==> src/assert_macros.svh <==
// Assertion helpers shared by the RTL.
`ifndef ASSERT_MACROS_SVH
`define ASSERT_MACROS_SVH

// Property checked on every clk edge, quiet while reset is held.
`define ASSERT_CLK(label, prop, msg) \
    label: assert property (@(posedge clk) disable iff (!rst_n) prop) else $error(msg);

// Condition in one cycle implies a consequence in the next.
`define ASSERT_NEXT(label, pre, post, msg) \
    label: assert property (@(posedge clk) disable iff (!rst_n) (pre) |=> (post)) \
        else $error(msg);

`endif

==> src/cswg_pkg.sv <==
`timescale 1ns / 1ps

package cswg_pkg;

    // Phase accumulator and phase fraction
    localparam int PHASE_BITS = 32;
    localparam int U_W        = 16;

    // Quarter-wave sine table
    localparam int SINE_TABLE_DEPTH = 256;
    localparam int SINE_QUARTER     = SINE_TABLE_DEPTH / 4;
    localparam int SINE_IDX_W       = $clog2(SINE_TABLE_DEPTH);
    localparam int SINE_R_W         = SINE_IDX_W - 2;
    localparam int SINE_TAB_W       = SINE_R_W + 1;

    typedef logic [SINE_QUARTER:0][15:0] sine_tab_t;

    // Field widths
    localparam int AMP_W    = 15;
    localparam int BASE_W   = 13;
    localparam int INC_W    = 24;
    localparam int SENSOR_W = 16;
    localparam int SAMPLE_W = 15;

    // Configuration port
    localparam int CFG_IDX_W  = 3;
    localparam int CFG_DATA_W = 24;

    typedef enum logic [CFG_IDX_W-1:0] {
        CFG_AMPLITUDE       = 3'd0,
        CFG_BASELINE        = 3'd1,
        CFG_PHASE_INCREMENT = 3'd2,
        CFG_WAVEFORM_MODE   = 3'd3,
        CFG_USE_EXTERNAL    = 3'd4
    } cfg_reg_t;

    localparam logic [AMP_W-1:0] AMP_RESET = 15'd9728;
    localparam logic [INC_W-1:0] INC_RESET = 24'd1073742;

    // Capnogram breakpoints, Q0.16 of one period
    localparam logic [U_W-1:0] CAP_B0 = 16'd5243;
    localparam logic [U_W-1:0] CAP_B1 = 16'd11796;
    localparam logic [U_W-1:0] CAP_B2 = 16'd36045;
    localparam logic [U_W-1:0] CAP_B3 = 16'd39322;

    localparam int LEN_W = 15;
    localparam logic [LEN_W-1:0] LEN_RISE    = LEN_W'(CAP_B1 - CAP_B0);
    localparam logic [LEN_W-1:0] LEN_PLATEAU = LEN_W'(CAP_B2 - CAP_B1);
    localparam logic [LEN_W-1:0] LEN_FALL    = LEN_W'(CAP_B3 - CAP_B2);

    localparam int DIV_STEPS = U_W;
    localparam int DIV_CNT_W = $clog2(DIV_STEPS);

    // Shape constants
    localparam logic [17:0] SMOOTH_K      = 18'd196608;  // 3.0 in Q2.16
    localparam logic [11:0] PLATEAU_SLOPE = 12'd3277;    // 0.05 in Q0.16
    localparam logic [16:0] FALL_GAIN     = 17'd68813;   // 1.05 in Q1.16
    localparam logic [16:0] ONE_Q16       = 17'h10000;

    // Serial multiplier
    localparam int MUL_X_W   = 34;
    localparam int MUL_Y_W   = 18;
    localparam int MUL_P_W   = MUL_X_W + MUL_Y_W;
    localparam int MUL_CNT_W = $clog2(MUL_Y_W);

    typedef struct packed {
        logic               start;
        logic [MUL_X_W-1:0] x;
        logic [MUL_Y_W-1:0] y;
    } mul_cmd_t;

    typedef struct packed {
        logic               done;
        logic [MUL_P_W-1:0] prod;
    } mul_rsp_t;

    // Channel words
    typedef struct packed {
        logic                       sensor_valid;
        logic signed [SENSOR_W-1:0] sensor_value;
    } tick_t;

    typedef struct packed {
        logic [SAMPLE_W-1:0] sample;
        logic                from_sensor;
    } result_t;

    // Q2.30 product with truncation of the magnitude
    function automatic longint mul30(input longint a, input longint b);
        logic        neg;
        logic [63:0] ua;
        logic [63:0] ub;
        logic [63:0] p;
        neg = (a < 0) != (b < 0);
        ua  = (a < 0) ? 64'(-a) : 64'(a);
        ub  = (b < 0) ? 64'(-b) : 64'(b);
        p   = (ua * ub) >> 30;
        return neg ? -longint'(p) : longint'(p);
    endfunction

    // Degree-9 odd polynomial, rounded to Q1.15; evaluated at elaboration
    function automatic sine_tab_t build_sine_table();
        sine_tab_t tab;
        longint    x;
        longint    x2;
        longint    p;
        longint    s;
        tab = '0;
        for (int k = 0; k <= SINE_QUARTER; k++)
        begin
            x  = (longint'(k) <<< 30) / SINE_QUARTER;
            x2 = mul30(x, x);
            p  = 172273;
            p  = -5026995 + mul30(x2, p);
            p  = 85569306 + mul30(x2, p);
            p  = -693598668 + mul30(x2, p);
            p  = 1686629713 + mul30(x2, p);
            s  = mul30(x, p);
            if (s < 0)
            begin
                s = 0;
            end
            s = (s + 16384) >>> 15;
            if (s > 32768)
            begin
                s = 32768;
            end
            tab[k] = 16'(s);
        end
        return tab;
    endfunction

    localparam sine_tab_t SINE_TABLE = build_sine_table();

endpackage

==> src/cswg_ser_mul.sv <==
`timescale 1ns / 1ps

// Shift-add multiplier, one bit of y per cycle, LSB first.
module cswg_ser_mul
    import cswg_pkg::*;
(
    input  logic     clk,
    input  logic     rst_n,
    input  mul_cmd_t cmd,
    output mul_rsp_t rsp
);

    logic [MUL_X_W-1:0]   x_reg;
    logic [MUL_X_W-1:0]   h_reg;
    logic [MUL_Y_W-1:0]   l_reg;
    logic [MUL_CNT_W-1:0] cnt_reg;
    logic                 busy_reg;
    logic                 done_reg;

    logic [MUL_X_W:0]     sum;
    logic [MUL_X_W-1:0]   h_next;
    logic [MUL_Y_W-1:0]   l_next;

    always_comb
    begin
        sum    = {1'b0, h_reg} + ({1'b0, x_reg} & {(MUL_X_W + 1){l_reg[0]}});
        h_next = sum[MUL_X_W:1];
        l_next = {sum[0], l_reg[MUL_Y_W-1:1]};
    end

    always_ff @(posedge clk or negedge rst_n)
    begin
        if (!rst_n)
        begin
            x_reg    <= '0;
            h_reg    <= '0;
            l_reg    <= '0;
            cnt_reg  <= '0;
            busy_reg <= 1'b0;
            done_reg <= 1'b0;
        end
        else
        begin
            done_reg <= 1'b0;
            priority if (cmd.start)
            begin
                x_reg    <= cmd.x;
                h_reg    <= '0;
                l_reg    <= cmd.y;
                cnt_reg  <= '0;
                busy_reg <= 1'b1;
            end
            else if (busy_reg)
            begin
                h_reg   <= h_next;
                l_reg   <= l_next;
                cnt_reg <= cnt_reg + 1'b1;
                if (cnt_reg == MUL_CNT_W'(MUL_Y_W - 1))
                begin
                    busy_reg <= 1'b0;
                    done_reg <= 1'b1;
                end
            end
        end
    end

    assign rsp.done = done_reg;
    assign rsp.prod = {h_reg, l_reg};

endmodule

==> src/capnogram_sine_waveform_generator.sv <==
// Capnogram / sine waveform generator. Each tick word is one 1 ms tick; every
// accepted tick gives exactly one result word and advances a 32-bit phase
// accumulator by phase_increment (2^32 = one period). With use_external set,
// a tick carrying a valid sensor sample is passed through clamped at zero
// (from_sensor = 1); otherwise the result is baseline plus amplitude times a
// sine (quarter-wave table) or a five-segment capnogram shape, in Q8.8,
// clamped to 0..32767. One tick is worked on at a time and the time it takes
// depends on its path: a passed sample, the flat part of the capnogram, a
// sine sample, or the rise, plateau or fall segment. The paths differ in the
// work they hand to the shared bit-serial multiplier and the 16-step
// restoring divider that maps the phase into a segment; the sine needs one
// product, the fall segment four plus the division. A finished word sits in
// the output register while the next tick is taken in. Configuration is
// written through cfg_* and is taken only while no tick is in flight; a
// pending write holds off the tick channel.
`timescale 1ns / 1ps
`include "assert_macros.svh"

module capnogram_sine_waveform_generator
    import cswg_pkg::*;
(
    input  logic                  clk,
    input  logic                  rst_n,
    input  logic                  tick_valid,
    output logic                  tick_stall,
    input  tick_t                 tick,
    output logic                  result_valid,
    input  logic                  result_stall,
    output result_t               result,
    input  logic                  cfg_valid,
    output logic                  cfg_ready,
    input  logic [CFG_IDX_W-1:0]  cfg_index,
    input  logic [CFG_DATA_W-1:0] cfg_data
);

    typedef enum logic [2:0] {
        S_IDLE,
        S_SETUP,
        S_DIV,
        S_MUL_START,
        S_MUL_WAIT,
        S_FINISH,
        S_OUT
    } state_t;

    // Products in the order the shapes need them
    typedef enum logic [2:0] {
        OP_SINE,        // amplitude * |sin|
        OP_SQUARE,      // t * t
        OP_SMOOTH,      // t^2 * (3 - 2t)
        OP_RISE,        // amplitude * smoothstep
        OP_PL_SLOPE,    // 0.05 * t
        OP_PL_SCALE,    // amplitude * slope term
        OP_FALL_GAIN,   // 1.05 * (1 - smoothstep)
        OP_FALL_SCALE   // amplitude * fall gain
    } op_t;

    typedef enum logic [1:0] {
        SEG_RISE,
        SEG_PLATEAU,
        SEG_FALL
    } seg_t;

    // ------------------------------------------------------------------
    // Configuration registers
    // ------------------------------------------------------------------
    logic [AMP_W-1:0]         amp_reg;
    logic signed [BASE_W-1:0] baseline_reg;
    logic [INC_W-1:0]         inc_reg;
    logic                     mode_reg;
    logic                     ext_reg;

    // ------------------------------------------------------------------
    // Sequencer and datapath registers
    // ------------------------------------------------------------------
    state_t                   state_reg;
    op_t                      op_reg;
    seg_t                     seg_reg;
    logic [PHASE_BITS-1:0]    phase_reg;
    logic [U_W-1:0]           u_reg;
    tick_t                    sens_reg;
    logic [DIV_CNT_W-1:0]     cnt_reg;
    logic [LEN_W-1:0]         rem_reg;
    logic [U_W-1:0]           t_reg;
    logic [MUL_X_W-1:0]       opnd_reg;
    logic [16:0]              sm_reg;
    logic [15:0]              term_reg;
    logic                     neg_reg;
    result_t                  pend_reg;
    result_t                  result_reg;
    logic                     result_valid_reg;

    logic                     tick_accept;
    logic                     cfg_write;
    logic                     out_load;
    logic [PHASE_BITS-1:0]    phase_next;

    logic [SINE_IDX_W-1:0]    sine_i;
    logic [1:0]               sine_quad;
    logic [SINE_R_W-1:0]      sine_r;
    logic [SINE_TAB_W-1:0]    sine_tab_idx;
    logic [15:0]              sine_mag;

    logic                     cap_window;
    seg_t                     seg_sel;
    logic [U_W-1:0]           seg_start;
    logic [LEN_W-1:0]         seg_offset;
    logic [LEN_W-1:0]         div_len;
    logic [LEN_W:0]           rem_dbl;
    logic                     div_ge;
    logic [LEN_W-1:0]         rem_next;
    logic [U_W-1:0]           t_next;

    logic [15:0]              term_next;
    logic [17:0]              term_ext;
    logic [17:0]              gen_value;
    logic [SAMPLE_W-1:0]      gen_sample;
    logic [SAMPLE_W-1:0]      pass_sample;

    mul_cmd_t                 mul_cmd;
    mul_rsp_t                 mul_rsp;

    cswg_ser_mul u_mul (
        .clk   (clk),
        .rst_n (rst_n),
        .cmd   (mul_cmd),
        .rsp   (mul_rsp)
    );

    // ------------------------------------------------------------------
    // Handshakes
    // ------------------------------------------------------------------
    // a register write in progress keeps ticks out, so the two never share an edge
    assign tick_stall   = (state_reg != S_IDLE) || cfg_valid;
    assign tick_accept  = tick_valid && !tick_stall;
    assign cfg_ready    = (state_reg == S_IDLE);
    assign cfg_write    = cfg_valid && cfg_ready;
    assign result_valid = result_valid_reg;
    assign result       = result_reg;

    // Output register loads a waiting word when empty or being emptied this cycle
    assign out_load = (state_reg == S_OUT) && (!result_valid_reg || !result_stall);

    assign phase_next = phase_reg + PHASE_BITS'(inc_reg);

    // ------------------------------------------------------------------
    // Sine: quadrant from the top two index bits, mirrored in odd ones
    // ------------------------------------------------------------------
    always_comb
    begin
        sine_i       = u_reg[U_W-1 -: SINE_IDX_W];
        sine_quad    = sine_i[SINE_IDX_W-1 -: 2];
        sine_r       = sine_i[SINE_R_W-1:0];
        sine_tab_idx = sine_quad[0] ? (SINE_TAB_W'(SINE_QUARTER) - {1'b0, sine_r})
                                    : {1'b0, sine_r};
        sine_mag     = SINE_TABLE[sine_tab_idx];
    end

    // ------------------------------------------------------------------
    // Capnogram segment selection
    // ------------------------------------------------------------------
    always_comb
    begin
        cap_window = (u_reg >= CAP_B0) && (u_reg < CAP_B3);
        priority if (u_reg < CAP_B1)
        begin
            seg_sel   = SEG_RISE;
            seg_start = CAP_B0;
        end
        else if (u_reg < CAP_B2)
        begin
            seg_sel   = SEG_PLATEAU;
            seg_start = CAP_B1;
        end
        else
        begin
            seg_sel   = SEG_FALL;
            seg_start = CAP_B2;
        end
        // below the segment length, so it fits the remainder width
        seg_offset = LEN_W'(u_reg - seg_start);
    end

    // ------------------------------------------------------------------
    // Restoring divider: t = (offset << 16) / length, one bit a cycle
    // ------------------------------------------------------------------
    always_comb
    begin
        unique case (seg_reg)
            SEG_RISE:    div_len = LEN_RISE;
            SEG_PLATEAU: div_len = LEN_PLATEAU;
            SEG_FALL:    div_len = LEN_FALL;
            default:     div_len = LEN_FALL;
        endcase
        rem_dbl  = {rem_reg, 1'b0};
        div_ge   = (rem_dbl >= {1'b0, div_len});
        rem_next = div_ge ? LEN_W'(rem_dbl - {1'b0, div_len}) : rem_dbl[LEN_W-1:0];
        t_next   = {t_reg[U_W-2:0], div_ge};
    end

    // ------------------------------------------------------------------
    // Multiplier operands
    // ------------------------------------------------------------------
    always_comb
    begin
        mul_cmd.start = (state_reg == S_MUL_START);
        unique case (op_reg)
            OP_SINE:
            begin
                mul_cmd.x = opnd_reg;
                mul_cmd.y = MUL_Y_W'(amp_reg);
            end
            OP_SQUARE:
            begin
                mul_cmd.x = MUL_X_W'(t_reg);
                mul_cmd.y = MUL_Y_W'(t_reg);
            end
            OP_SMOOTH:
            begin
                mul_cmd.x = opnd_reg;
                mul_cmd.y = SMOOTH_K - {1'b0, t_reg, 1'b0};
            end
            OP_RISE:
            begin
                mul_cmd.x = MUL_X_W'(sm_reg);
                mul_cmd.y = MUL_Y_W'(amp_reg);
            end
            OP_PL_SLOPE:
            begin
                mul_cmd.x = MUL_X_W'(t_reg);
                mul_cmd.y = MUL_Y_W'(PLATEAU_SLOPE);
            end
            OP_PL_SCALE:
            begin
                mul_cmd.x = opnd_reg;
                mul_cmd.y = MUL_Y_W'(amp_reg);
            end
            OP_FALL_GAIN:
            begin
                mul_cmd.x = MUL_X_W'(ONE_Q16 - sm_reg);
                mul_cmd.y = MUL_Y_W'(FALL_GAIN);
            end
            OP_FALL_SCALE:
            begin
                mul_cmd.x = opnd_reg;
                mul_cmd.y = MUL_Y_W'(amp_reg);
            end
        endcase
    end

    // Rounded shape term taken from the last product of each shape
    always_comb
    begin
        unique case (op_reg)
            OP_SINE:       term_next = mul_rsp.prod[30:15] + 16'(mul_rsp.prod[14]);
            OP_RISE:       term_next = mul_rsp.prod[31:16] + 16'(mul_rsp.prod[15]);
            OP_PL_SCALE:   term_next = 16'(amp_reg) + mul_rsp.prod[47:32]
                                       + 16'(mul_rsp.prod[31]);
            OP_FALL_SCALE: term_next = mul_rsp.prod[47:32] + 16'(mul_rsp.prod[31]);
            default:       term_next = term_reg;
        endcase
    end

    // ------------------------------------------------------------------
    // Baseline, sign and saturation
    // ------------------------------------------------------------------
    always_comb
    begin
        term_ext  = {2'b00, term_reg};
        gen_value = {{(18 - BASE_W){baseline_reg[BASE_W-1]}}, baseline_reg}
                    + (neg_reg ? -term_ext : term_ext);
        priority if (gen_value[17])
        begin
            gen_sample = '0;
        end
        else if (|gen_value[16:15])
        begin
            gen_sample = '1;
        end
        else
        begin
            gen_sample = gen_value[SAMPLE_W-1:0];
        end
        pass_sample = sens_reg.sensor_value[SENSOR_W-1] ? '0
                                                        : sens_reg.sensor_value[SAMPLE_W-1:0];
    end

    // ------------------------------------------------------------------
    // Configuration writes
    // ------------------------------------------------------------------
    always_ff @(posedge clk or negedge rst_n)
    begin
        if (!rst_n)
        begin
            amp_reg      <= AMP_RESET;
            baseline_reg <= '0;
            inc_reg      <= INC_RESET;
            mode_reg     <= 1'b0;
            ext_reg      <= 1'b0;
        end
        else if (cfg_write)
        begin
            unique case (cfg_index)
                CFG_AMPLITUDE:       amp_reg      <= cfg_data[AMP_W-1:0];
                CFG_BASELINE:        baseline_reg <= signed'(cfg_data[BASE_W-1:0]);
                CFG_PHASE_INCREMENT: inc_reg      <= cfg_data[INC_W-1:0];
                CFG_WAVEFORM_MODE:   mode_reg     <= cfg_data[0];
                CFG_USE_EXTERNAL:    ext_reg      <= cfg_data[0];
                default:             ;
            endcase
        end
    end

    // ------------------------------------------------------------------
    // Sequencer
    // ------------------------------------------------------------------
    always_ff @(posedge clk or negedge rst_n)
    begin
        if (!rst_n)
        begin
            state_reg        <= S_IDLE;
            op_reg           <= OP_SINE;
            seg_reg          <= SEG_RISE;
            phase_reg        <= '0;
            u_reg            <= '0;
            sens_reg         <= '0;
            cnt_reg          <= '0;
            rem_reg          <= '0;
            t_reg            <= '0;
            opnd_reg         <= '0;
            sm_reg           <= '0;
            term_reg         <= '0;
            neg_reg          <= 1'b0;
            pend_reg         <= '0;
            result_reg       <= '0;
            result_valid_reg <= 1'b0;
        end
        else
        begin
            unique case (state_reg)
                S_IDLE:
                begin
                    // result is formed from the phase before the advance
                    if (tick_accept)
                    begin
                        sens_reg  <= tick;
                        u_reg     <= phase_reg[PHASE_BITS-1 -: U_W];
                        phase_reg <= phase_next;
                        state_reg <= S_SETUP;
                    end
                end
                S_SETUP:
                begin
                    priority if (ext_reg && sens_reg.sensor_valid)
                    begin
                        pend_reg  <= '{sample: pass_sample, from_sensor: 1'b1};
                        state_reg <= S_OUT;
                    end
                    else if (!mode_reg)
                    begin
                        opnd_reg  <= MUL_X_W'(sine_mag);
                        neg_reg   <= sine_quad[1];
                        op_reg    <= OP_SINE;
                        state_reg <= S_MUL_START;
                    end
                    else if (!cap_window)
                    begin
                        term_reg  <= '0;
                        neg_reg   <= 1'b0;
                        state_reg <= S_FINISH;
                    end
                    else
                    begin
                        seg_reg   <= seg_sel;
                        rem_reg   <= seg_offset;
                        t_reg     <= '0;
                        cnt_reg   <= '0;
                        neg_reg   <= 1'b0;
                        state_reg <= S_DIV;
                    end
                end
                S_DIV:
                begin
                    rem_reg <= rem_next;
                    t_reg   <= t_next;
                    cnt_reg <= cnt_reg + 1'b1;
                    if (cnt_reg == DIV_CNT_W'(DIV_STEPS - 1))
                    begin
                        op_reg    <= (seg_reg == SEG_PLATEAU) ? OP_PL_SLOPE : OP_SQUARE;
                        state_reg <= S_MUL_START;
                    end
                end
                S_MUL_START:
                begin
                    state_reg <= S_MUL_WAIT;
                end
                S_MUL_WAIT:
                begin
                    if (mul_rsp.done)
                    begin
                        unique case (op_reg)
                            OP_SINE:
                            begin
                                term_reg  <= term_next;
                                state_reg <= S_FINISH;
                            end
                            OP_SQUARE:
                            begin
                                opnd_reg  <= MUL_X_W'(mul_rsp.prod[31:0]);
                                op_reg    <= OP_SMOOTH;
                                state_reg <= S_MUL_START;
                            end
                            OP_SMOOTH:
                            begin
                                // smoothstep in Q1.16, never above one
                                sm_reg    <= mul_rsp.prod[48:32];
                                op_reg    <= (seg_reg == SEG_FALL) ? OP_FALL_GAIN : OP_RISE;
                                state_reg <= S_MUL_START;
                            end
                            OP_RISE:
                            begin
                                term_reg  <= term_next;
                                state_reg <= S_FINISH;
                            end
                            OP_PL_SLOPE:
                            begin
                                opnd_reg  <= MUL_X_W'(mul_rsp.prod[27:0]);
                                op_reg    <= OP_PL_SCALE;
                                state_reg <= S_MUL_START;
                            end
                            OP_PL_SCALE:
                            begin
                                term_reg  <= term_next;
                                state_reg <= S_FINISH;
                            end
                            OP_FALL_GAIN:
                            begin
                                opnd_reg  <= mul_rsp.prod[MUL_X_W-1:0];
                                op_reg    <= OP_FALL_SCALE;
                                state_reg <= S_MUL_START;
                            end
                            OP_FALL_SCALE:
                            begin
                                term_reg  <= term_next;
                                state_reg <= S_FINISH;
                            end
                        endcase
                    end
                end
                S_FINISH:
                begin
                    pend_reg  <= '{sample: gen_sample, from_sensor: 1'b0};
                    state_reg <= S_OUT;
                end
                S_OUT:
                begin
                    if (out_load)
                    begin
                        state_reg <= S_IDLE;
                    end
                end
                default:
                begin
                    state_reg <= S_IDLE;
                end
            endcase

            // output word register
            priority if (out_load)
            begin
                result_reg       <= pend_reg;
                result_valid_reg <= 1'b1;
            end
            else if (!result_stall)
            begin
                result_valid_reg <= 1'b0;
            end
        end
    end

    // ------------------------------------------------------------------
    // Assertions
    // ------------------------------------------------------------------
    // phase only moves when a tick word is taken
    `ASSERT_NEXT(a_phase_hold, !tick_accept, $stable(phase_reg), "phase moved without a tick")
    // a product only arrives while the sequencer waits for it
    `ASSERT_CLK(a_mul_done_wait, mul_rsp.done |-> state_reg == S_MUL_WAIT, "stray product")
    // divider remainder stays below the segment length
    `ASSERT_CLK(a_div_rem, state_reg == S_DIV |-> rem_reg < div_len, "divider remainder overflow")

endmodule
==> config.mk <==
export PLATFORM = sky130hd
export DESIGN_NAME = capnogram_sine_waveform_generator
export DESIGN_NICKNAME = d
export VERILOG_FILES = /design/src/cswg_pkg.sv /design/src/cswg_ser_mul.sv /design/src/capnogram_sine_waveform_generator.sv
export VERILOG_INCLUDE_DIRS = /design/src /design/src/src
export SDC_FILE = /design/constraint.sdc
export NUM_CORES = 1
export LEC_CHECK = 0
export BUFFER_PORTS_ARGS = -buffer_cell sky130_fd_sc_hd__buf_2
export CAP_MARGIN = 20
export CORE_AREA = 4 4 269 271
export CTS_BUF_LIST = sky130_fd_sc_hd__clkbuf_4 sky130_fd_sc_hd__clkbuf_8
export DETAILED_ROUTE_END_ITERATION = 16
export DIE_AREA = 0 0 273 275
export PLACE_DENSITY = 0.45
export SYNTH_ARGS = -nofsm -noshare
export SYNTH_HDL_FRONTEND = slang
export SYNTH_SLANG_ARGS = --single-unit
export TNS_END_PERCENT = 10
==> constraint.sdc <==
create_clock -name clk -period 8.55 [get_ports clk]
set_input_delay 1.2825 -clock clk [delete_from_list [all_inputs] [get_ports clk]]
set_output_delay 1.2825 -clock clk [all_outputs]
set_load 0.01 [all_outputs]
* After elaboration in Yosys (flattened, before gate mapping)
Memories as Yosys holds them, arrays and structs flattened.
Index checks and enable logic that the tools add are counted.
** Storage, ports and cells
- ROM bits :: 2048
- Register bits :: 356
- Memories kept :: 1
** Cells by class
- Mux-type cells :: 71
- Eq/ne operators :: 35
- Reductions and logical operators :: 39
- Order comparisons :: 6
- Bitwise operators :: 2
- Add/sub/neg operators :: 16
** Memories
- (no name shown) :: depth 128, bits a word 16, read ports 1, clocked after memory_dff 0, wr ports 0, RTL line capnogram_sine_waveform_generator.sv:156 : sine_mag = SINE_TABLE[sine_tab_idx];
** Operators with widths (number)
- $pmux 52 s6 :: 1
- $mux 34 :: 5
- $mux 16 :: 10
- $mux 15 :: 8
- $pmux 34 s3 :: 1
- $pmux 16 s2 :: 3
- $pmux 34 s2 :: 1
- $add 16x1->16 :: 4
- $pmux 15 s2 :: 2
- $mux 18 :: 3
- $pmux 16 s3 :: 1
- $mux 3 :: 13
- $add 34x35->35 :: 1
- $and 34x35->35 :: 1
- $add 32x24->32 :: 1
- $lt 16x16->1 const B :: 2
- $sub 15x15->15 :: 2
- $eq 3x3->1 const B :: 8
- $pmux 3 s7 :: 1
- $add 18x18->18 :: 1
- $eq 3x2->1 const B :: 6
- $ne 2x2->1 const B :: 9
- $neg 16->18 :: 1
- $sub 17x17->18 const A :: 1
- other kinds (43) :: 83

* Logic depth before layout (Yosys ltp)
Gate-level depths: netlist (run 1).
- Word-level depth :: 8
- Gate-level depth with buffers :: 21

* Hierarchy
Synthesis (run 1) repeated with hierarchy kept, for this count alone.
** Unflattened totals
- Cells, all modules :: 2917
- Area, all modules :: 25371.8 um^2
** Modules (own cells, without submodules)
- capnogram_sine_waveform_generator :: seq. area each 6595.1 um^2, cells an instance 2338, times used 1, area an instance 19655.1 um^2
- cswg_ser_mul :: seq. area each 2327.2 um^2, cells an instance 579, times used 1, area an instance 5716.7 um^2

* Least setup slack after synthesis (run 1)
No wires, ideal clock.
- Path type :: register -> register
- From :: register u_reg[8]
- To :: register rem_reg[14]
- Library setup time :: 0.087 ns
- Arrival :: 4.399 ns
- Data required time :: 8.463 ns
- Stages on the path, launching flop included :: 21
- Path buffers :: 1
- Period minus slack after synthesis :: 4.486 ns
- Slack :: 4.064 ns
- Cell sequence :: dfrtp_1 -> clkbuf_1 -> inv_1 -> ha_1 -> a21oi_1 -> o21bai_1 -> a211oi_1 -> nor2_1 -> inv_1 -> ha_1 -> inv_1 -> fa_1 -> a21o_1 -> a21o_1 -> a2111oi_0 -> o31ai_1 -> and2_1 -> o31ai_1 -> o21ai_0 -> xor2_1 -> o211ai_1
** Between the ends
- Longest elaborated chain between the ends :: 8
- Elaborated cells between the ends (all ways) :: 14
- Those cells by class :: add/sub (1); order compare (4); eq/ne (1); mux (6); reduce/logical (2)
** RTL lines
- start: declaration :: RTL line capnogram_sine_waveform_generator.sv:80 : logic [U_W-1:0] u_reg;
- start signal: assignment :: RTL line capnogram_sine_waveform_generator.sv:347 : u_reg <= phase_reg[PHASE_BITS-1 -: U_W];
- $lt 16x16->1 :: RTL line capnogram_sine_waveform_generator.sv:170 : else if (u_reg < CAP_B2)
- $mux 14 :: RTL line capnogram_sine_waveform_generator.sv:170
- $mux 15 :: RTL line capnogram_sine_waveform_generator.sv:165 : priority if (u_reg < CAP_B1)
- $sub 15x15->15 :: RTL line capnogram_sine_waveform_generator.sv:181 : seg_offset = LEN_W'(u_reg - seg_start);
- $mux 15 :: RTL line capnogram_sine_waveform_generator.sv:366 : else if (!cap_window)
- $mux 15 :: RTL line capnogram_sine_waveform_generator.sv:359 : else if (!mode_reg)
- $mux 15 :: RTL line capnogram_sine_waveform_generator.sv:354 : priority if (ext_reg && sens_reg.sensor_valid)
- $pmux 15 s2 :: RTL line capnogram_sine_waveform_generator.sv:340 : unique case (state_reg)
- end signal: assignment :: RTL line capnogram_sine_waveform_generator.sv:375 : rem_reg <= seg_offset;
- end signal: assignment :: RTL line capnogram_sine_waveform_generator.sv:384 : rem_reg <= rem_next;
- end: declaration :: RTL line capnogram_sine_waveform_generator.sv:83 : logic [LEN_W-1:0] rem_reg;
Several ways; a longest one is shown, not always the timed one. The select of a mux whose other input is x is not followed.
A chain may end at the register's enable or synchronous reset.

* Worst setup path after layout (run 1)
Same ends and word-level chain as after synthesis.

==> results of run 1 <==
==> placed cells by master, fill, tap and decap left out, types with 25 or more instances in the layout <==
cell type  Yosys  layout
a211oi_1      37      37
a21o_1        47      47
a21oi_1      189     188
a221oi_1      29      29
a22oi_1       37      37
a31oi_1       29      29
and2_1        47      46
buf_2          5      66
buf_4          2      33
clkbuf_4       0      25
clkbuf_8       1      89
dfrtp_1      345     344
ha_1         137     137
inv_1         59      59
mux2_2        86      86
mux2i_1       50      50
nand2_1      390     389
nand2b_1      26      26
nand3_1       73      73
nor2_1       222     220
nor2b_1       28      27
nor3_1        33      33
o21ai_0      222     222
o22ai_1       34      34
xnor2_1      104     101
xor2_1        79      78
==> metal layers <==
metal	routed length, um	up-vias	GRT usage [%]
li1	-	10087	-
met5	0	-	0
met1	38000	10320	29.4
met4	2520	0	7.23
met3	3710	135	3.34
met2	36300	552	33.9
==> power breakdown <==
part	total, uW	internal (uW)	switching (uW)
sequential	3160	2340	812
clock	1940	1140	800
combinational	5040	2030	3010
total	10100	5510	4620
==> kinds of logic (layout without fill, tap and decap cells) <==
logic type / count (synthesis) / in the layout / synth area share, %
adder cells (fa/ha/maj): 144 / 144 / 7.64
AND/OR/NAND/NOR: 931 / 931 / 17.7
AO/OA/AOI/OAI: 815 / 815 / 21.5
multiplexers: 136 / 136 / 6.05
flip-flops: 356 / 356 / 36.8
buffers and inverters: 223 / 292 / 3.69
XOR/XNOR: 184 / 184 / 6.67
other: 0 / 2 / 0
==> through the flow <==
step                cell area (um^2)  setup WS (ns)  instances  power (uW)  hold WS [ns]
floorplan                      24300           4.06       2789        6600         0.439
global placement               25500           3.28       3670        8130         0.456
detailed placement             25500           3.25       3671        8190         0.457
CTS                            27100           3.25       3796       10200         0.471
global route                   27100           2.85       3799       11000         0.480
finish                         27100           3.24       3800       10100         0.465
==> worst max-delay path by stage <==
| stage | end | slack [ns] | cells after the start |
|---|---|---|---|
| floorplan | rem_reg[14] | 4.06 | 20 |
| global placement | rem_reg[14] | 3.28 | 20 |
| detailed placement | rem_reg[14] | 3.25 | 20 |
| CTS | rem_reg[14] | 3.25 | 20 |
| global route | rem_reg[14] | 2.85 | 20 |
| finish | rem_reg[14] | 3.24 | 20 |
==> cell type report <==
| cell class | instances | area [um^2] | share of cell area [%] |
|---|---|---|---|
| diodes | 2 | 5.00 | 0.0185 |
| inverters | 63 | 236 | 0.873 |
| clock buffers | 114 | 1410 | 5.22 |
| clock inverters | 11 | 159 | 0.587 |
| repair buffers | 104 | 641 | 2.37 |
| multi-input cells | 2210 | 14500 | 53.6 |
| flip-flops and latches | 356 | 8920 | 33.0 |
| well taps | 940 | 1180 | 4.34 |
==> results.cfg, run 1 <==
[status]
status = completed

[clock_network]
cts_hold_buf = 0
cts_max_level = 3
cts_resized = 0
numClockSinks = 356
clk_pin_slew_ns = 0.06
cts_root_buffer = clkbuf_8
cts_tree = built
cts_buffer_depth = 3
cts_buffers = 72
clock_latency_ns = 0.67
cts_setup_buffers = 0

[worst_setup_path]
cp_num_buf_inv = 4
cp_cell_sequence = buf_4 > inv_1 > ha_1 > a21oi_1 > o21bai_1 > a211oi_1 > nor2_1 > inv_1 > ha_1 > inv_1 > fa_1 > a21o_1 > a21o_1 > a2111oi_0 > o31ai_1 > and2_1 > o31ai_1 > o21ai_0 > xor2_1 > o211ai_1
worstPathArrival_ns = 5.85
crit_top_cell = inv_1
crit_start = u_reg[8]
r2r_slack_ns = 3.24
end_kind = register
rr_worst_depth = 20
cp_max_fo = 24
crit_type = register to register
cp_slowest_stage_delay_ns = 0.59
cp_slowest_cell = a2111oi_0
path_delay_family = compound AO/OA/AOI/OAI gates
r2r-start = u_reg[8]
start_kind = register
worstPathRequired_ns = 9.09
timing.rr.end = rem_reg[14]

[global_routing]
grt_use_total_pct = 21.2
grt_max_degree = 144
grt.overflow.total = 0
first_global_vias = 20848
antenna_found_initial = 3
grt_pass1_wl_um = 125000

[power_and_ir_drop]
p_per_area_nw_per_um2 = 374
p_leak_uw = 0.0123
irDropWorstVdd_mv = 0.178

[final_layout]
area_delta_synth_final_pct = 11.6
drive_gt1_share_pct = 13.3
n_fill_cell = 7152
final_nets = 3000
final_util_pct = 38.8

[min_path]
hp-start = phase_reg[31]
hold_path.class = register to register
hold_depth = 1
holdPathEnd = phase_reg[31]

[timing]
drv_slew = 0
max_freq_ghz = 0.188
hold_violations = 0
fin_skew_ns = 0.0623
setup_viol_count_final = 0
worstMarginPinSlew_ns = 1.09
slew-limit-headroom_pct = 27.1
rsz0062_at_grt = no
finalCriticalPeriod_ns = 5.31
tns_ns = 0
min_period_over_period_pct = 62.1

[floorplan]
start_util_pct = 34.8
io_pins = 68
die_w_um = 273
die-area_um2 = 75100
fp.coreArea_um2 = 69800
dieHeight_um = 275
num_rows = 97

[synth]
synth_top_cell_by_area = dfrtp_1
postSynth.asyncResetShare_pct = 100
synthCells = 2789
synth-main-ff-cell = dfrtp_1
syn-cell-area_um2 = 24300
syn-num-nets = 2982
ys_seq_area_share_pct = 36.8
yosys-top-cells-area = dfrtp_1 36%, ha_1 7.1%, nand2_1 6.0%, o21ai_0 4.6%, mux2_2 4.0%
synth_most_common_cell = nand2_1
ys_warn_count = 0
synth_top_area_share_pct = 35.6
avgSynthCellArea_um2 = 8.70
synth.top_cells.by_count = 390 x nand2_1, 345 x dfrtp_1, 222 x nor2_1, 222 x o21ai_0, 189 x a21oi_1
yosysUniqueCellTypes = 92
synth_edf_count = 0
synth_seq_cells = 356

[detailed_routing]
routed_wl_um = 80500
avgViaCountPerCell = 5.55
final_antenna_net_count = 0
drt_iter0_drc = 1551
vias = 21094
drcViolationCount = 0
routedWlPerCell_um = 21.2
firstDrtPassIters = 5

[placement]
dp_hpwl_um = 57700
port_buffers = 67
gp_congestion = 0.882

[flow_run]
drv_cap = 0
Power figures use the tool's default switching activity.
==> run 2: changes to the inputs <==
clock period = 5.1 ns   (was 8.55 ns; I/O delays follow)
==> results.cfg, run 2 (same netlist as run 1, synthesis figures left out) <==
[worst_setup_path]
crit_type = register to register
worstPathArrival_ns = 5.12
end_kind = register
start_kind = register
worstPathRequired_ns = 5.65
cp_max_fo = 8

[floorplan]
die_w_um = 273
num_rows = 97
die-area_um2 = 75100
fp.coreArea_um2 = 69800
start_util_pct = 34.8
io_pins = 68
dieHeight_um = 275

[clock_network]
cts_buffer_depth = 3
numClockSinks = 356
cts_setup_buffers = 0
cts_tree = built
clock_latency_ns = 0.67
cts_buffers = 72
cts_max_level = 3
cts_root_buffer = clkbuf_8
cts_hold_buf = 0
clk_pin_slew_ns = 0.06

[final_layout]
area_delta_synth_final_pct = 12.1
fin_area_um2 = 27200
drive_gt1_share_pct = 13.9
final_cell_mix = 389 x nand2_1, 344 x dfrtp_1, 222 x o21ai_0, 220 x nor2_1, 189 x a21oi_1
final_nets = 3017
mostFrequentLayoutCell = nand2_1

[timing]
slew-limit-headroom_pct = 25.7
rsz0062_at_grt = no
min_period_over_period_pct = 89.5
finalCriticalPeriod_ns = 4.57
drv_slew = 0
hold_violations = 0
fin_skew_ns = 0.0564
tns_ns = 0
max_freq_ghz = 0.219
setup_viol_count_final = 0
worstMarginPinSlew_ns = 1.11

[placement]
dp_hpwl_um = 59000
post_dp_cell_area_um2 = 25600
port_buffers = 67
gp_congestion = 0.891

[power_and_ir_drop]
irDropWorstVdd_mv = 0.270
internal_power_uw = 9230
p_leak_uw = 0.0124
seqPwrFrac_pct = 31.2
pwr-share-clk_pct = 18.9
switching_share_pct = 46.0
p_per_area_nw_per_um2 = 628
p_comb_share_pct = 49.9
switching_power_uw = 7870

[detailed_routing]
firstDrtPassIters = 5
drcViolationCount = 0
final_antenna_net_count = 0
routed_wl_um = 81500
vias = 21397
routedWlPerCell_um = 21.3
drt_iter0_drc = 1689
avgViaCountPerCell = 5.60

[flow_run]
drv_cap = 0

[min_path]
hold_path.class = input pin to asynchronous set/reset pin

[global_routing]
first_global_vias = 21127
grt.overflow.total = 0
grt_pass1_wl_um = 127000
grt_use_total_pct = 21.5
grt_max_degree = 109
antenna_found_initial = 2

[status]
status = completed
## run 2: changes by cell type in the layout (fill, tap and decap cells not counted), moves of 2 or more
cell / delta
buf_4: +17
buf_12: +2
clkinv_2: +4
bufinv_16: -2
clkbuf_4: -5
clkbuf_8: +4
## run 2: critical path, stage by stage (launching register included)
cell       delay (ns)
dfrtp_1          0.48
inv_1            0.17
ha_1             0.23
a21oi_1          0.13
o21bai_1         0.08
a211oi_1         0.24
buf_4            0.17
nor2_1           0.08
inv_1            0.13
ha_1             0.18
inv_1            0.06
fa_1             0.40
a21o_1           0.18
a21o_1           0.21
a2111oi_1        0.57
o31ai_1          0.17
and2_1           0.20
o31ai_1          0.31
o21ai_0          0.17
xor2_1           0.16
o211ai_1         0.17
## run 2: through the flow
step	total power [uW]	setup WS, ns	hold slack [ns]	util, %	std cells
after floorplan	11100	0.614	0.439	-	2789
after global routing	18500	0.0651	0.200	39.0	3820
final	17100	0.533	0.123	39.0	3820
after detailed placement	13800	0.429	0.458	36.7	3689
after CTS	17200	0.428	0.171	39.0	3817
after global placement	13700	0.469	0.458	36.7	3688
## run 2: final timing paths
path | startpoint | to | slack (ns) | depth (start not counted)
worst max-delay path | u_reg[8] | rem_reg[14] | 0.53 | 20
worst min-delay path | rst_n | result[12] | 0.12 | 1
worst max register to register | u_reg[8] | rem_reg[14] | 0.53 | 20
worst min register to register | opnd_reg[24] | opnd_reg[24] | 0.47 | 2
max in group asynchronous | rst_n | sens_reg[10] | 3.69 | 2
min in group clk | tick[16] | sens_reg[16] | 0.31 | 3
## run 2: cell type report
class / instances / area (um^2)
multi-input combinational: 2210 / 14500
sequential: 356 / 8920
clock inverter: 15 / 144
tap: 940 / 1180
timing repair buffer: 121 / 792
fill: 7164 / 42600
inverter: 63 / 236
antenna: 2 / 5.00
clock buffer: 113 / 1430
## run 2: power groups by stage
stage	clock network, uW	logic (uW)	registers [uW]
3_3_place_gp	0	8360	5360
3_5_place_dp	0	8450	5380
6_report	3240	8530	5340
4_1_cts	3340	8510	5340
5_1_grt	3470	9510	5480
2_1_floorplan	0	6440	4620
## run 2: repair_timing
item,in CTS,in global routing
gates resized for setup,0,1
endpoints found under the setup margin,0,1
hold endpoints to repair,0,0
## run 2: metal layers
| metal | up-vias | global-route usage (%) | part of all wire, % | wire (um) |
|---|---|---|---|---|
| li1 | 10142 | - | - | - |
| met1 | 10579 | 30.2 | 47 | 38700 |
| met2 | 549 | 34.3 | 45 | 37100 |
| met3 | 127 | 3.08 | 4.6 | 3720 |
| met4 | 0 | 6.63 | 2.5 | 2040 |
| met5 | - | 0 | 0 | 0 |
==> run 3: changes to the inputs <==
ABC_AREA = 1   (was default)
CORE_AREA = 2 2 278 280   (was 4 4 269 271)
DIE_AREA = 0 0 280 282   (was 0 0 273 275)
PLACE_DENSITY = 0.46   (was 0.45)
==> results.cfg, run 3 <==
[min_path]
hold_path.class = input pin to asynchronous set/reset pin

[floorplan]
die-area_um2 = 79000
num_rows = 101
io_pins = 68
fp.coreArea_um2 = 75700
start_util_pct = 34.9
die_w_um = 280
dieHeight_um = 282

[synth]
synth_edf_count = 0
syn-num-nets = 4083
synth-main-ff-cell = dfrtp_1
postSynth.asyncResetShare_pct = 100
avgSynthCellArea_um2 = 6.80
synth_top_area_share_pct = 32.6
synth_most_common_cell = nand2_1
ys_warn_count = 0
ys_seq_area_share_pct = 33.7
yosys-top-cells-area = dfrtp_1 33%, nand2_1 17%, nand3_1 6.6%, ha_1 6.5%, inv_1 5.5%
synth_seq_cells = 356
yosysUniqueCellTypes = 61
synth_top_cell_by_area = dfrtp_1
synth.top_cells.by_count = 1,225 x nand2_1, 387 x inv_1, 350 x nand3_1, 345 x dfrtp_1, 315 x nor2_1
synthCells = 3890
syn-cell-area_um2 = 26400

[worst_setup_path]
cp_max_fo = 14
crit_top_cell = nand2_1
worstPathArrival_ns = 4.57
start_kind = register
cp_slowest_stage_delay_ns = 0.56
worstPathRequired_ns = 5.69
crit_type = register to register
end_kind = register
cp_slowest_cell = dfrtp_1
cp_cell_sequence = inv_1 > ha_1 > nor2_1 > o31ai_1 > nand2_1 > nor2_1 > inv_1 > ha_1 > inv_1 > fa_1 > nand3_1 > nand2_1 > nand2_1 > nand2_1 > nand2_1 > a21oi_1 > xor2_1 > nand2_1 > nand3_1
rr_worst_depth = 19

[clock_network]
cts_resized = 0
cts_setup_buffers = 0
cts_max_level = 3
cts_buffers = 72
clk_pin_slew_ns = 0.07
cts_tree = built
cts_hold_buf = 0
cts_root_buffer = clkbuf_8
cts_buffer_depth = 3
clock_latency_ns = 0.68
numClockSinks = 356

[placement]
port_buffers = 67
gp_congestion = 0.911
dp_hpwl_um = 71700
preCtsSetupSlack_ns = 1.14

[timing]
fin_ws_ns = 1.12
rsz0062_at_grt = no
fin_skew_ns = 0.0504
slew-limit-headroom_pct = 25.2
max_freq_ghz = 0.251
finalCriticalPeriod_ns = 3.98
min_period_over_period_pct = 78.0
hold_violations = 0
tns_ns = 0
setup_viol_count_final = 0
fin_hold_ws_ns = 0.115
drv_slew = 0
worstMarginPinSlew_ns = 1.11

[global_routing]
grt_pass1_wl_um = 150000
grt_use_total_pct = 24.3
grt.overflow.total = 0
antenna_found_initial = 4
first_global_vias = 25298
grt_max_degree = 83

[detailed_routing]
drcViolationCount = 0
firstDrtPassIters = 6
routedWlPerCell_um = 19.1
vias = 26002
drt_iter0_drc = 2140
avgViaCountPerCell = 5.23
final_antenna_net_count = 0
routed_wl_um = 94900

[power_and_ir_drop]
p_leak_uw = 0.0151
p_total_uw = 6160
irDropWorstVdd_mv = 0.158
p_per_area_nw_per_um2 = 211

[final_layout]
final_nets = 4134
n_fill_cell = 8205
final_cell_mix = 1,225 x nand2_1, 387 x inv_1, 350 x nand3_1, 345 x dfrtp_1, 313 x nor2_1
final_util_pct = 38.6
mostFrequentLayoutCell = nand2_1
multi_input_area_um2 = 15400
drive_gt1_share_pct = 8.24
area_delta_synth_final_pct = 10.6
seq_area_um2 = 8920

[flow_run]
drv_cap = 0

[status]
status = completed
## run 3: cell count changes after synthesis, moves of 50 or more
cell,delta
xor2_1,-53
nand2_1,+835
nor2_1,+93
mux2_2,-52
o21ai_0,+56
inv_1,+328
clkbuf_1,-82
nand3_1,+277
xnor2_1,-83
a21oi_1,+71
mux2i_1,-50
## run 3: layout make-up
cell class / count / area share (%)
sequential: 356 / 30.5
antenna: 2 / 0.0171
inverter: 408 / 5.25
clock buffer: 113 / 4.83
timing repair buffer: 94 / 2.02
clock inverter: 14 / 0.424
multi-input combinational: 3009 / 52.8
tap: 978 / 4.18
## run 3: critical path, delay by kind of cell, from the launching register on
kind,cells,cell delay [ns]
adder cells (fa/ha/maj),3,0.86
flip-flops,1,0.56
AND/OR/NAND/NOR,10,1.26
buffers and inverters,3,0.72
AO/OA/AOI/OAI,2,0.37
XOR/XNOR,1,0.15
## run 3: path summary, 6_finish.rpt
kind                       slack (ns)           from            end
hold reg to reg                  0.47  phase_reg[29]  phase_reg[29]
setup / recovery                 1.12       u_reg[8]    rem_reg[10]
max in group asynchronous        3.89          rst_n     rem_reg[3]
min in group clk                 0.29        tick[0]    sens_reg[0]
hold / removal                   0.12          rst_n   opnd_reg[10]
setup reg to reg                 1.12       u_reg[8]    rem_reg[10]
## run 3: power breakdown
| part | switching, uW | internal (uW) |
|---|---|---|
| logic | 79.0 | 19.2 |
| registers | 0 | 2830 |
| clock network | 1420 | 1810 |
## run 3: kinds of logic after synthesis
family,count (synthesis),share of synthesized area (%)
fa+ha+maj,144,7.01
xor+xnor,47,1.56
buf+inv,525,7.91
simple gates,2061,33.0
flops,356,33.7
compound gates,707,14.7
mux,50,2.13
## run 3: through the flow
stage,instances,cell area (um^2)
after floorplan,3890,26400
after global placement,4842,27700
after detailed placement,4843,27700
after CTS,4970,29200
after global routing,4974,29200
final,4974,29200
## run 3: layer usage
layer	vias to the layer above	wire length (um)	share of wire, %	track usage, %
li1	12985	-	-	-
met1	12222	45200	48	34.1
met2	666	42500	45	38.9
met3	125	5280	5.6	4.07
met4	4	1900	2.0	5.87
met5	-	27	0.028	0
